File: src/hdl/camera_block_parser_with_averaging_core_macros.svh
// Assertion helpers used by the block's core RTL file.
`ifndef CAMERA_BLOCK_PARSER_WITH_AVERAGING_CORE_MACROS_SVH
`define CAMERA_BLOCK_PARSER_WITH_AVERAGING_CORE_MACROS_SVH

// Check that cons holds in the same cycle as ante.
`define CPBA_ASSERT_IMP(label, clk, rst_n, ante, cons) \
	label: assert property (@(posedge clk) disable iff (!rst_n) (ante) |-> (cons)) \
		else $error("cpba check failed: same-cycle implication");

// Check that cons holds in the cycle after ante.
`define CPBA_ASSERT_NXT(label, clk, rst_n, ante, cons) \
	label: assert property (@(posedge clk) disable iff (!rst_n) (ante) |=> (cons)) \
		else $error("cpba check failed: next-cycle implication");

`endif

File: src/hdl/cpba_pkg.sv
package cpba_pkg;

	localparam int WINDOW_DEPTH = 16;
	localparam int WIN_IDX_W    = $clog2(WINDOW_DEPTH);
	localparam int SUM_W        = 16 + WIN_IDX_W;

	localparam logic [15:0] SYNC_WORD = 16'hAA55;

	// one window sample: x, y and width of a block
	typedef struct packed {
		logic [15:0] x;
		logic [15:0] y;
		logic [15:0] width;
	} sample_t;

	// window write request
	typedef struct packed {
		logic    push;
		sample_t sample;
	} win_push_t;

	// one result beat
	typedef struct packed {
		logic        found;
		logic [15:0] signature;
		logic [15:0] x_average;
		logic [15:0] y_average;
		logic [15:0] width_average;
		logic [15:0] height_raw;
	} result_t;

endpackage

File: src/hdl/camera_block_parser_with_averaging_core.sv
// channel | handshake            | payload
// --------+----------------------+-----------------------------------------------
// input   | in_valid / in_stall  | word
// output  | out_valid / out_stall| found, signature, x_average, y_average,
//         |                      | width_average, height_raw
//
// One word is taken every cycle unless in_stall is high; results are registered.
// The oldest window sample is read from the ring memory ahead of the height word.
// Reset clears the parser, the running sums and the per-entry valid bits at once.
// A two-beat output stage absorbs stalls; input stalls only while both beats are full.
`include "camera_block_parser_with_averaging_core_macros.svh"

module camera_block_parser_with_averaging_core
	import cpba_pkg::*;
(
	input  logic        clk,
	input  logic        arst_n,
	input  logic        in_valid,
	output logic        in_stall,
	input  logic [15:0] word,
	output logic        out_valid,
	input  logic        out_stall,
	output logic        found,
	output logic [15:0] signature,
	output logic [15:0] x_average,
	output logic [15:0] y_average,
	output logic [15:0] width_average,
	output logic [15:0] height_raw
);

	typedef enum logic [7:0] {
		PH_IDLE       = 8'b0000_0001,
		PH_AFTER_SYNC = 8'b0000_0010,
		PH_CHECKSUM   = 8'b0000_0100,
		PH_SIG        = 8'b0000_1000,
		PH_X          = 8'b0001_0000,
		PH_Y          = 8'b0010_0000,
		PH_WIDTH      = 8'b0100_0000,
		PH_HEIGHT     = 8'b1000_0000
	} phase_t;

	phase_t         phase_q;
	phase_t         phase_d;
	logic [15:0]    sig_q;
	sample_t        held_q;
	logic [SUM_W-1:0] sum_x_q;
	logic [SUM_W-1:0] sum_y_q;
	logic [SUM_W-1:0] sum_w_q;
	logic [SUM_W-1:0] sum_x_d;
	logic [SUM_W-1:0] sum_y_d;
	logic [SUM_W-1:0] sum_w_d;
	logic           in_acc;
	logic           is_sync;
	logic           res_push;
	logic           fifo_full;
	result_t        res;
	result_t        out_res;
	win_push_t      win_push;
	sample_t        oldest;

	assign in_acc   = in_valid && !in_stall;
	assign in_stall = fifo_full;
	assign is_sync  = (word == SYNC_WORD);

	// next parse phase
	always_comb begin
		phase_d = phase_q;
		case (phase_q)
			PH_IDLE:       phase_d = is_sync ? PH_AFTER_SYNC : PH_IDLE;
			PH_AFTER_SYNC: phase_d = is_sync ? PH_CHECKSUM : PH_SIG;
			PH_CHECKSUM:   phase_d = PH_SIG;
			PH_SIG:        phase_d = PH_X;
			PH_X:          phase_d = PH_Y;
			PH_Y:          phase_d = PH_WIDTH;
			PH_WIDTH:      phase_d = PH_HEIGHT;
			PH_HEIGHT:     phase_d = PH_IDLE;
			default:       phase_d = PH_IDLE;
		endcase
	end

	// advance the parser on each accepted beat
	always_ff @(posedge clk or negedge arst_n) begin
		if (!arst_n) begin
			phase_q <= PH_IDLE;
		end else if (in_acc) begin
			phase_q <= phase_d;
		end
	end

	// capture block fields
	always_ff @(posedge clk) begin
		if (in_acc) begin
			case (phase_q)
				PH_SIG:   sig_q        <= word;
				PH_X:     held_q.x     <= word;
				PH_Y:     held_q.y     <= word;
				PH_WIDTH: held_q.width <= word;
				default:  ;
			endcase
		end
	end

	// push the held sample into the windows on height
	assign win_push.push   = in_acc && (phase_q == PH_HEIGHT);
	assign win_push.sample = held_q;

	cpba_window_mem u_win (
		.clk      (clk),
		.arst_n   (arst_n),
		.win_push (win_push),
		.oldest   (oldest)
	);

	// drop the oldest tap, add the new one
	assign sum_x_d = sum_x_q - {{WIN_IDX_W{1'b0}}, oldest.x} + {{WIN_IDX_W{1'b0}}, held_q.x};
	assign sum_y_d = sum_y_q - {{WIN_IDX_W{1'b0}}, oldest.y} + {{WIN_IDX_W{1'b0}}, held_q.y};
	assign sum_w_d = sum_w_q - {{WIN_IDX_W{1'b0}}, oldest.width}
		+ {{WIN_IDX_W{1'b0}}, held_q.width};

	always_ff @(posedge clk or negedge arst_n) begin
		if (!arst_n) begin
			sum_x_q <= '0;
			sum_y_q <= '0;
			sum_w_q <= '0;
		end else if (win_push.push) begin
			sum_x_q <= sum_x_d;
			sum_y_q <= sum_y_d;
			sum_w_q <= sum_w_d;
		end
	end

	// form the result: block averages on height, all zeros for a stray idle word
	assign res_push = in_acc && (((phase_q == PH_IDLE) && !is_sync) || (phase_q == PH_HEIGHT));

	always_comb begin
		res = '0;
		if (phase_q == PH_HEIGHT) begin
			res.found         = 1'b1;
			res.signature     = sig_q;
			res.x_average     = sum_x_d[WIN_IDX_W +: 16];
			res.y_average     = sum_y_d[WIN_IDX_W +: 16];
			res.width_average = sum_w_d[WIN_IDX_W +: 16];
			res.height_raw    = word;
		end
	end

	cpba_out_skid u_out (
		.clk       (clk),
		.arst_n    (arst_n),
		.push      (res_push),
		.data      (res),
		.full      (fifo_full),
		.out_valid (out_valid),
		.out_stall (out_stall),
		.out_data  (out_res)
	);

	assign found         = out_res.found;
	assign signature     = out_res.signature;
	assign x_average     = out_res.x_average;
	assign y_average     = out_res.y_average;
	assign width_average = out_res.width_average;
	assign height_raw    = out_res.height_raw;

	`CPBA_ASSERT_NXT(a_push_returns_idle, clk, arst_n, win_push.push, phase_q == PH_IDLE)
	`CPBA_ASSERT_IMP(a_stall_has_backlog, clk, arst_n, in_stall, out_valid)
	`CPBA_ASSERT_NXT(a_phase_holds_idle, clk, arst_n, !in_acc, $stable(phase_q))

endmodule

File: src/hdl/cpba_window_mem.sv
module cpba_window_mem
	import cpba_pkg::*;
(
	input  logic      clk,
	input  logic      arst_n,
	input  win_push_t win_push,
	output sample_t   oldest
);

	sample_t                 mem [WINDOW_DEPTH];
	sample_t                 rd_q;
	logic                    rd_valid_q;
	logic [WINDOW_DEPTH-1:0] valid_q;
	logic [WIN_IDX_W-1:0]    ptr_q;

	// write the new sample over the oldest one, read the oldest entry every cycle
	always_ff @(posedge clk) begin
		if (win_push.push) begin
			mem[ptr_q] <= win_push.sample;
		end
		rd_q <= mem[ptr_q];
	end

	// advance the ring pointer and mark written entries
	always_ff @(posedge clk or negedge arst_n) begin
		if (!arst_n) begin
			ptr_q      <= '0;
			valid_q    <= '0;
			rd_valid_q <= 1'b0;
		end else begin
			rd_valid_q <= valid_q[ptr_q];
			if (win_push.push) begin
				valid_q[ptr_q] <= 1'b1;
				ptr_q          <= ptr_q + 1'b1;
			end
		end
	end

	// an entry never written reads as a cleared tap
	assign oldest = rd_valid_q ? rd_q : '0;

endmodule

File: src/hdl/cpba_out_skid.sv
module cpba_out_skid
	import cpba_pkg::*;
(
	input  logic    clk,
	input  logic    arst_n,
	input  logic    push,
	input  result_t data,
	output logic    full,
	output logic    out_valid,
	input  logic    out_stall,
	output result_t out_data
);

	result_t out_q;
	result_t skid_q;
	logic    out_valid_q;
	logic    skid_valid_q;
	logic    pop;

	assign pop = out_valid_q && !out_stall;

	// hold payloads; load the output register first, the skid stage when it is stalled
	always_ff @(posedge clk) begin
		if (skid_valid_q) begin
			if (pop) begin
				out_q <= skid_q;
			end
		end else if (push) begin
			if (!out_valid_q || pop) begin
				out_q <= data;
			end else begin
				skid_q <= data;
			end
		end
	end

	// track occupancy
	always_ff @(posedge clk or negedge arst_n) begin
		if (!arst_n) begin
			out_valid_q  <= 1'b0;
			skid_valid_q <= 1'b0;
		end else if (skid_valid_q) begin
			if (pop) begin
				skid_valid_q <= 1'b0;
			end
		end else if (push) begin
			if (!out_valid_q || pop) begin
				out_valid_q <= 1'b1;
			end else begin
				skid_valid_q <= 1'b1;
			end
		end else if (pop) begin
			out_valid_q <= 1'b0;
		end
	end

	assign full      = skid_valid_q;
	assign out_valid = out_valid_q;
	assign out_data  = out_q;

endmodule

File: config.mk
export PLATFORM = sky130hd
export DESIGN_NAME = camera_block_parser_with_averaging_core
export DESIGN_NICKNAME = d
export VERILOG_FILES = /design/src/hdl/cpba_pkg.sv /design/src/hdl/camera_block_parser_with_averaging_core.sv /design/src/hdl/cpba_window_mem.sv /design/src/hdl/cpba_out_skid.sv
export VERILOG_INCLUDE_DIRS = /design/src /design/src/hdl
export SDC_FILE = /design/constraint.sdc
export NUM_CORES = 1
export LEC_CHECK = 0
export BUFFER_PORTS_ARGS = -buffer_cell sky130_fd_sc_hd__clkbuf_2
export CAP_MARGIN = 25
export CORE_AREA = 2 2 384 386
export CTS_CLUSTER_DIAMETER = 80
export DETAILED_ROUTE_END_ITERATION = 10
export DIE_AREA = 0 0 386 388
export MAX_ROUTING_LAYER = met4
export SYNTH_ARGS = -nofsm -noshare
export SYNTH_HDL_FRONTEND = slang
export SYNTH_SLANG_ARGS = --single-unit
File: constraint.sdc
create_clock -name clk -period 16.2 [get_ports clk]
set_input_delay 0.81 -clock clk [delete_from_list [all_inputs] [get_ports clk]]
set_output_delay 0.81 -clock clk [all_outputs]
set_load 0.01 [all_outputs]
==> results of run 1 <==
[metrics by stage]
stage	instance area, um2	cells	hold slack, ns
2_1_floorplan	46400	2603	0.434
3_3_place_gp	49400	4564	0.448
3_5_place_dp	49400	4565	0.448
4_1_cts	53500	4779	0.145
5_1_grt	53500	4781	0.188
6_report	53500	4782	0.176
[worst min path at each step]
stage	from	endpoint	slack [ns]	depth (start not counted)
5_1_grt	arst_n	sum_w_q[16]	0.19	1
6_report	arst_n	sum_w_q[16]	0.18	1
3_3_place_gp	u_win.valid_q[2]	u_win.valid_q[2]	0.45	1
3_5_place_dp	u_win.valid_q[4]	u_win.valid_q[4]	0.45	1
4_1_cts	arst_n	sum_w_q[16]	0.15	1
2_1_floorplan	u_win.valid_q[10]	u_win.valid_q[10]	0.43	1
[worst max-delay path: cells and delay by family (launching register included)]
kind,cells,cell delay (ns)
AND/OR/NAND/NOR,4,1.86
buffers and inverters,4,1.58
flip-flops,1,0.66
[metal layers]
layer / vias up / GRT usage (%) / share of wire, %
li1: 10281 / - / -
met1: 12641 / 22.0 / 43
met2: 812 / 24.4 / 47
met3: 174 / 3.12 / 6.9
met4: 0 / 4.15 / 2.5
met5: - / - / 0
[flip-flops by register name, indices dropped and copies added, names as in the netlist, 20 cells and up]
| register | cells |
|---|---|
| u_win.mem | 768 |
| u_out.skid_q | 81 |
| u_win.rd_q | 48 |
| sum_y_q | 20 |
| u_out.out_data | 81 |
| sum_x_q | 20 |
| sum_w_q | 20 |
| held_q | 48 |
[final cells by class]
class / instances / area [um2]
fillers: 13265 / 91700
flip-flops and latches: 1133 / 33100
multi-input cells: 1147 / 12200
clock buffers: 135 / 3020
well taps: 1917 / 2400
clock inverters: 79 / 1030
repair buffers: 148 / 911
inverters: 221 / 831
diodes: 2 / 5.00
[layout by cell type, fill, tap and decap left out, types with 21 or more instances in the layout]
| cell | Yosys | routed |
|---|---|---|
| fa_1 | 48 | 48 |
| nor2_1 | 87 | 69 |
| dfxtp_1 | 48 | 48 |
| clkbuf_16 | 0 | 115 |
| and2_1 | 88 | 88 |
| edfxtp_1 | 994 | 994 |
| mux4_2 | 245 | 245 |
| dfrtp_1 | 90 | 84 |
| xnor2_1 | 30 | 30 |
| buf_4 | 1 | 43 |
| a21oi_1 | 46 | 45 |
| xor2_1 | 21 | 21 |
| mux2_2 | 35 | 35 |
| nand2_1 | 140 | 140 |
| a21o_1 | 27 | 27 |
| ha_1 | 64 | 64 |
| o21ai_0 | 85 | 85 |
| clkinv_2 | 1 | 25 |
| inv_1 | 220 | 220 |
| clkbuf_2 | 0 | 101 |
[cells by family after synthesis]
group / share of synthesized area (%)
and+or+nand+nor: 4.56
DFF: 71.3
muxes: 12.8
adders and majority gates: 3.80
AOI/OAI and AO/OA: 3.80
buffers and inverters: 2.70
xor gates and xnor gates: 1.01
[power groups by stage]
stage | sequential (uW) | clock (uW) | combinational (uW)
2_1_floorplan | 3440 | 0 | 192
3_3_place_gp | 3420 | 0 | 429
3_5_place_dp | 3420 | 0 | 430
4_1_cts | 3360 | 2850 | 432
5_1_grt | 3370 | 2960 | 467
6_report | 3360 | 2810 | 425
==> flow_metrics.py, run 1 <==
metrics = {
    "logic_synthesis": {
        "synth.most_common_cell": "edfxtp_1",
        "ys_types": 79,
        "syn-num-nets": 2735,
        "synth.top_cell.area_share_pct": 64.3,
        "syn_avg_cell_area_um2": 17.8,
        "yosysSeqAreaShare_pct": 71.3,
        "synth_area_um2": 46400,
        "ys_warn_count": 0,
        "synth_top_cell_by_area": "edfxtp_1",
        "synth_edf_count": 994,
        "ys_top_cells_by_count": "994 x edfxtp_1, 245 x mux4_2, 220 x inv_1",
        "synth_ff_type": "edfxtp_1",
        "yosys-top-cells-area": "edfxtp_1 64%, mux4_2 12%, dfrtp_1 4.9%, dfxtp_1 2.1%, fa_1 2.1%",
        "syn_inst": 2603,
        "ys_async_sr_fraction_pct": 8.03,
        "synth_seq_cells": 1133,
    },
    "worst_setup_path": {
        "r2r_start": "u_out.full",
        "crit_start": "u_out.full",
        "cpPeakStageDelay_ns": 0.71,
        "crit_top_cell": "buf_4",
        "endpoint": "u_win.mem[7][7]",
        "cp.required_ns": 16.51,
        "critPathKind": "reg -> reg",
        "worstPathCellList": "nand2b_1 > buf_8 > buf_4 > nor2_4 > buf_4 > nand2_1 > nor2_4 > buf_4",
        "path_max_fanout": 32,
        "startpoint_type": "flip-flop",
        "crit_arrival_ns": 4.90,
        "reg2reg_slack_ns": 11.61,
        "r2r_cells": 8,
        "slowest_stage": "nor2_4",
        "timing.rr.end": "u_win.mem[7][7]",
        "end_kind": "flip-flop",
    },
    "power_and_ir_drop": {
        "p_comb_share_pct": 6.5,
        "p_int_uw": 5080,
        "switching_share_pct": 22.8,
        "seqPwrFrac_pct": 50.9,
        "p_sw_uw": 1500,
        "powerDensity_nw_per_um2": 123,
        "p_leak_uw": 0.0184,
        "ir_drop_mv": 0.0844,
        "power_frac_clock_pct": 42.6,
        "p_total_uw": 6590,
    },
    "clock_tree": {
        "cts_resized": 0,
        "cts-root-buf": "clkbuf_16",
        "clk_path_buf_depth": 3,
        "clk-insertion-delay-late_ns": 0.71,
        "clk_pin_slew_worst_paths_ns": 0.07,
        "tritoncts": "done",
        "cts_hold_buf": 0,
        "cts_max_level": 3,
        "cts_setup_buffers": 0,
        "clkSinkCount": 1133,
        "cts_buffers": 112,
    },
    "layout": {
        "layout.nets": 2895,
        "fin_util_pct": 36.9,
        "syn_to_final_growth_pct": 15.3,
        "layout-drive-gt1-share_pct": 23.9,
    },
    "timing": {
        "finalCriticalPeriod_ns": 4.59,
        "maxSlewViolCount": 0,
        "max_freq_ghz": 0.218,
        "maxSlewHeadroom_pct": 16.2,
        "max_slew.worst_pin.slew_ns": 1.26,
        "setup_viol": 0,
        "setup_slack_ns": 11.61,
        "setup_tns_ns": 0,
        "skew_ns": 0.0481,
        "finalCritPeriodShare_pct": 28.3,
        "finalHoldViolCount": 0,
        "rsz0062_at_grt": "false",
    },
    "floorplanning": {
        "initial_core_util_pct": 32.0,
        "core-area_um2": 145000,
        "fp.dieH_um": 388,
        "die_x_um": 386,
        "pin_count": 103,
        "die-area_um2": 150000,
        "rows": 140,
    },
    "routing": {
        "drc": 0,
        "dr.pass1.iters": 5,
        "antenna_left": 0,
        "vias": 23908,
        "wl_per_cell_um": 24.3,
        "via_per_inst": 5.00,
        "routed_wirelength_um": 116000,
        "dr.first_iter.drc_count": 2446,
    },
    "global_routing": {
        "grt_pass1_wl_um": 169000,
        "grt_pass1_vias": 24003,
        "gr-total-overflow": 0,
        "antenna_found_initial": 10,
        "gr-usage-all-layers_pct": 16.0,
        "grt_max_degree": 146,
    },
    "placement": {
        "dpl.hpwl_um": 70400,
        "gp_routability_congestion": 0.810,
        "portBuffers": 102,
        "post-place-ws_ns": 11.22,
    },
    "flow_run": {
        "drv_cap": 0,
    },
    "worst_hold_path": {
        "hold_class": "in -> async",
    },
    "status": {
        "status": "completed",
    },
}
(Power assumes the default switching activity.)
==> run 2, diff against run 1 <==
- ABC_AREA: unset -> 1
- CORE_AREA: 2 2 384 386 -> 2 2 391 393
- DIE_AREA: 0 0 386 388 -> 0 0 393 395
- clock period: 16.2 -> 4.71 ns (I/O delays scaled with it)
==> run 2 against run 1 <==
Compared with the run above: synthesized area increased by 3.5%; total power increased to 4.2 times the previous value; maximum frequency increased by 29%; sequential share of layout area decreased by 1.4 points; critical endpoint is now u_out.skid_q[23]; utilization decreased by 0.66 points; largest cell class unchanged.
==> flow_metrics.py, run 2 <==
metrics = {
    "logic_synthesis": {
        "syn_inst": 4240,
        "ys_types": 44,
        "yosys-top-cells-area": "edfxtp_1 62%, nand2_1 6.5%, o21ai_0 4.9%, dfrtp_1 4.7%, nor2_1 4.1%",
        "synth_edf_count": 994,
        "yosysSeqAreaShare_pct": 68.9,
        "synth_area_um2": 48000,
        "synth_ff_type": "edfxtp_1",
        "ys_async_sr_fraction_pct": 8.03,
        "synth_top_cell_by_area": "edfxtp_1",
        "synth.most_common_cell": "edfxtp_1",
        "syn_avg_cell_area_um2": 11.3,
        "synth_seq_cells": 1133,
        "syn-num-nets": 4372,
        "synth.top_cell.area_share_pct": 62.1,
        "ys_top_cells_by_count": "994 x edfxtp_1, 827 x nand2_1, 520 x nor2_1",
        "ys_warn_count": 0,
    },
    "clock_tree": {
        "clk_path_buf_depth": 3,
        "clkSinkCount": 1133,
        "clk_pin_slew_worst_paths_ns": 0.06,
        "clk-insertion-delay-late_ns": 0.71,
        "cts_resized": 0,
        "cts_max_level": 3,
        "tritoncts": "done",
        "cts_buffers": 108,
        "cts-root-buf": "clkbuf_16",
    },
    "worst_setup_path": {
        "worstPathCellList": "nand2_1 > inv_1 > fa_1 > inv_1 > ha_1 > nand2_1 > nand2_1 > a21oi_1 > nand2_1 > nand2_1 > nand2_1 > or2_2 > and3_1",
        "r2r_start": "u_win.rd_valid_q",
        "startpoint_type": "flip-flop",
        "slowest_stage": "dfrtp_2",
        "cp.required_ns": 5.15,
        "crit_start": "u_win.rd_valid_q",
        "crit_buf_inv": 2,
        "crit_arrival_ns": 3.99,
        "path_max_fanout": 48,
        "critPathTopFamily": "simple AND/OR/NAND/NOR gates",
        "cpPeakStageDelay_ns": 0.99,
        "critPathKind": "reg -> reg",
        "end_kind": "flip-flop",
        "crit_top_cell": "nand2_1",
    },
    "floorplanning": {
        "rows": 143,
        "die_x_um": 393,
        "initial_core_util_pct": 31.8,
        "die-area_um2": 155000,
        "pin_count": 103,
        "core-area_um2": 151000,
        "fp.dieH_um": 395,
    },
    "routing": {
        "vias": 31574,
        "wl_per_cell_um": 19.7,
        "drc": 0,
        "dr.first_iter.drc_count": 3162,
        "dr.pass1.iters": 5,
        "antenna_left": 0,
        "via_per_inst": 4.90,
        "routed_wirelength_um": 127000,
    },
    "global_routing": {
        "grt_pass1_vias": 30944,
        "grt_pass1_wl_um": 191000,
        "gr-total-overflow": 0,
        "grt_max_degree": 197,
        "gr-usage-all-layers_pct": 16.6,
        "antenna_found_initial": 3,
    },
    "layout": {
        "final_cell_mix": "994 x edfxtp_1, 827 x nand2_1, 504 x nor2_1",
        "syn_to_final_growth_pct": 13.9,
        "layout-drive-gt1-share_pct": 8.08,
        "largest_reg_flops": 768,
        "diodes": 0,
        "layout.nets": 4453,
        "fin_util_pct": 36.2,
        "final_common_cell": "edfxtp_1",
        "final_cell_area_um2": 54700,
        "regMostFlops": "u_win.mem",
        "stdcell_count": 6446,
    },
    "placement": {
        "gp_routability_congestion": 0.876,
        "placed_cell_area_um2": 51200,
        "portBuffers": 102,
        "dpl.hpwl_um": 70000,
        "dp.cells": 6232,
    },
    "power_and_ir_drop": {
        "p_total_uw": 27400,
        "powerDensity_nw_per_um2": 501,
        "ir_drop_mv": 0.333,
        "p_leak_uw": 0.0208,
    },
    "worst_hold_path": {
        "hold_class": "in -> reg",
        "worstHoldStart": "word[9]",
    },
    "timing": {
        "maxSlewHeadroom_pct": 21.2,
        "rsz0062_at_grt": "false",
        "finalCritPeriodShare_pct": 75.4,
        "setup_viol": 0,
        "skew_ns": 0.0301,
        "setup_tns_ns": 0,
        "finalCriticalPeriod_ns": 3.55,
        "maxSlewViolCount": 0,
        "finalHoldViolCount": 0,
        "max_freq_ghz": 0.282,
        "max_slew.worst_pin.slew_ns": 1.18,
    },
    "status": {
        "status": "completed",
    },
    "flow_run": {
        "drv_cap": 0,
    },
}
## run 2: cells by family after synthesis
logic type / synth area share [%]
buffers and inverters: 5.20
XOR/XNOR: 0.419
AND/OR/NAND/NOR: 13.5
AO/OA/AOI/OAI: 8.36
adder cells (fa/ha/maj): 3.67
flip-flops: 68.9
## run 2: path summary, 6_finish.rpt
check / endpoint / slack (ns) / depth (start not counted)
setup / recovery: u_out.skid_q[23] / 1.16 / 13
hold / removal: sig_q[9] / 0.05 / 1
setup reg to reg: u_out.skid_q[23] / 1.16 / 13
hold reg to reg: u_win.valid_q[10] / 0.46 / 2
max in group asynchronous: sum_w_q[14] / 3.34 / 3
min in group asynchronous: u_win.valid_q[0] / 0.18 / 2
## run 2: per-stage QoR
step	hold WS [ns]	setup WS [ns]
floorplan	-0.0601	-0.324
global placement	0.408	1.24
detailed placement	0.406	1.19
CTS	0.00635	1.18
global route	0.00452	0.883
finish	0.0517	1.16
## run 2: layout make-up
cell class,instances,area [um2]
Clock buffer,158,3010
Clock inverter,47,448
Inverter,447,1700
Sequential cell,1133,33100
Tap cell,2030,2540
Timing Repair Buffer,168,1340
Fill cell,14726,96500
Multi-Input combinational cell,2463,12600
## run 2: power breakdown
part	internal, uW	total (uW)	leakage [uW]	switching, uW
clock network	4780	8540	0.00167	3770
registers	11500	11900	0.0105	390
logic	2180	6970	0.00859	4780
## run 2: layer usage
metal  vias up  global-route usage, %  part of all wire [%]
li1      14745                      -                     -
met1     15666                   22.6                    44
met2       950                   25.9                    47
met3       213                   2.64                   6.1
met4         0                   4.69                   2.8
met5         -                      -                     0
## run 2: repair_timing
action	CTS	global route
setup endpoints to repair	0	0
setup buffers	0	0
hold endpoints to repair	81	3
hold buffers	8	1
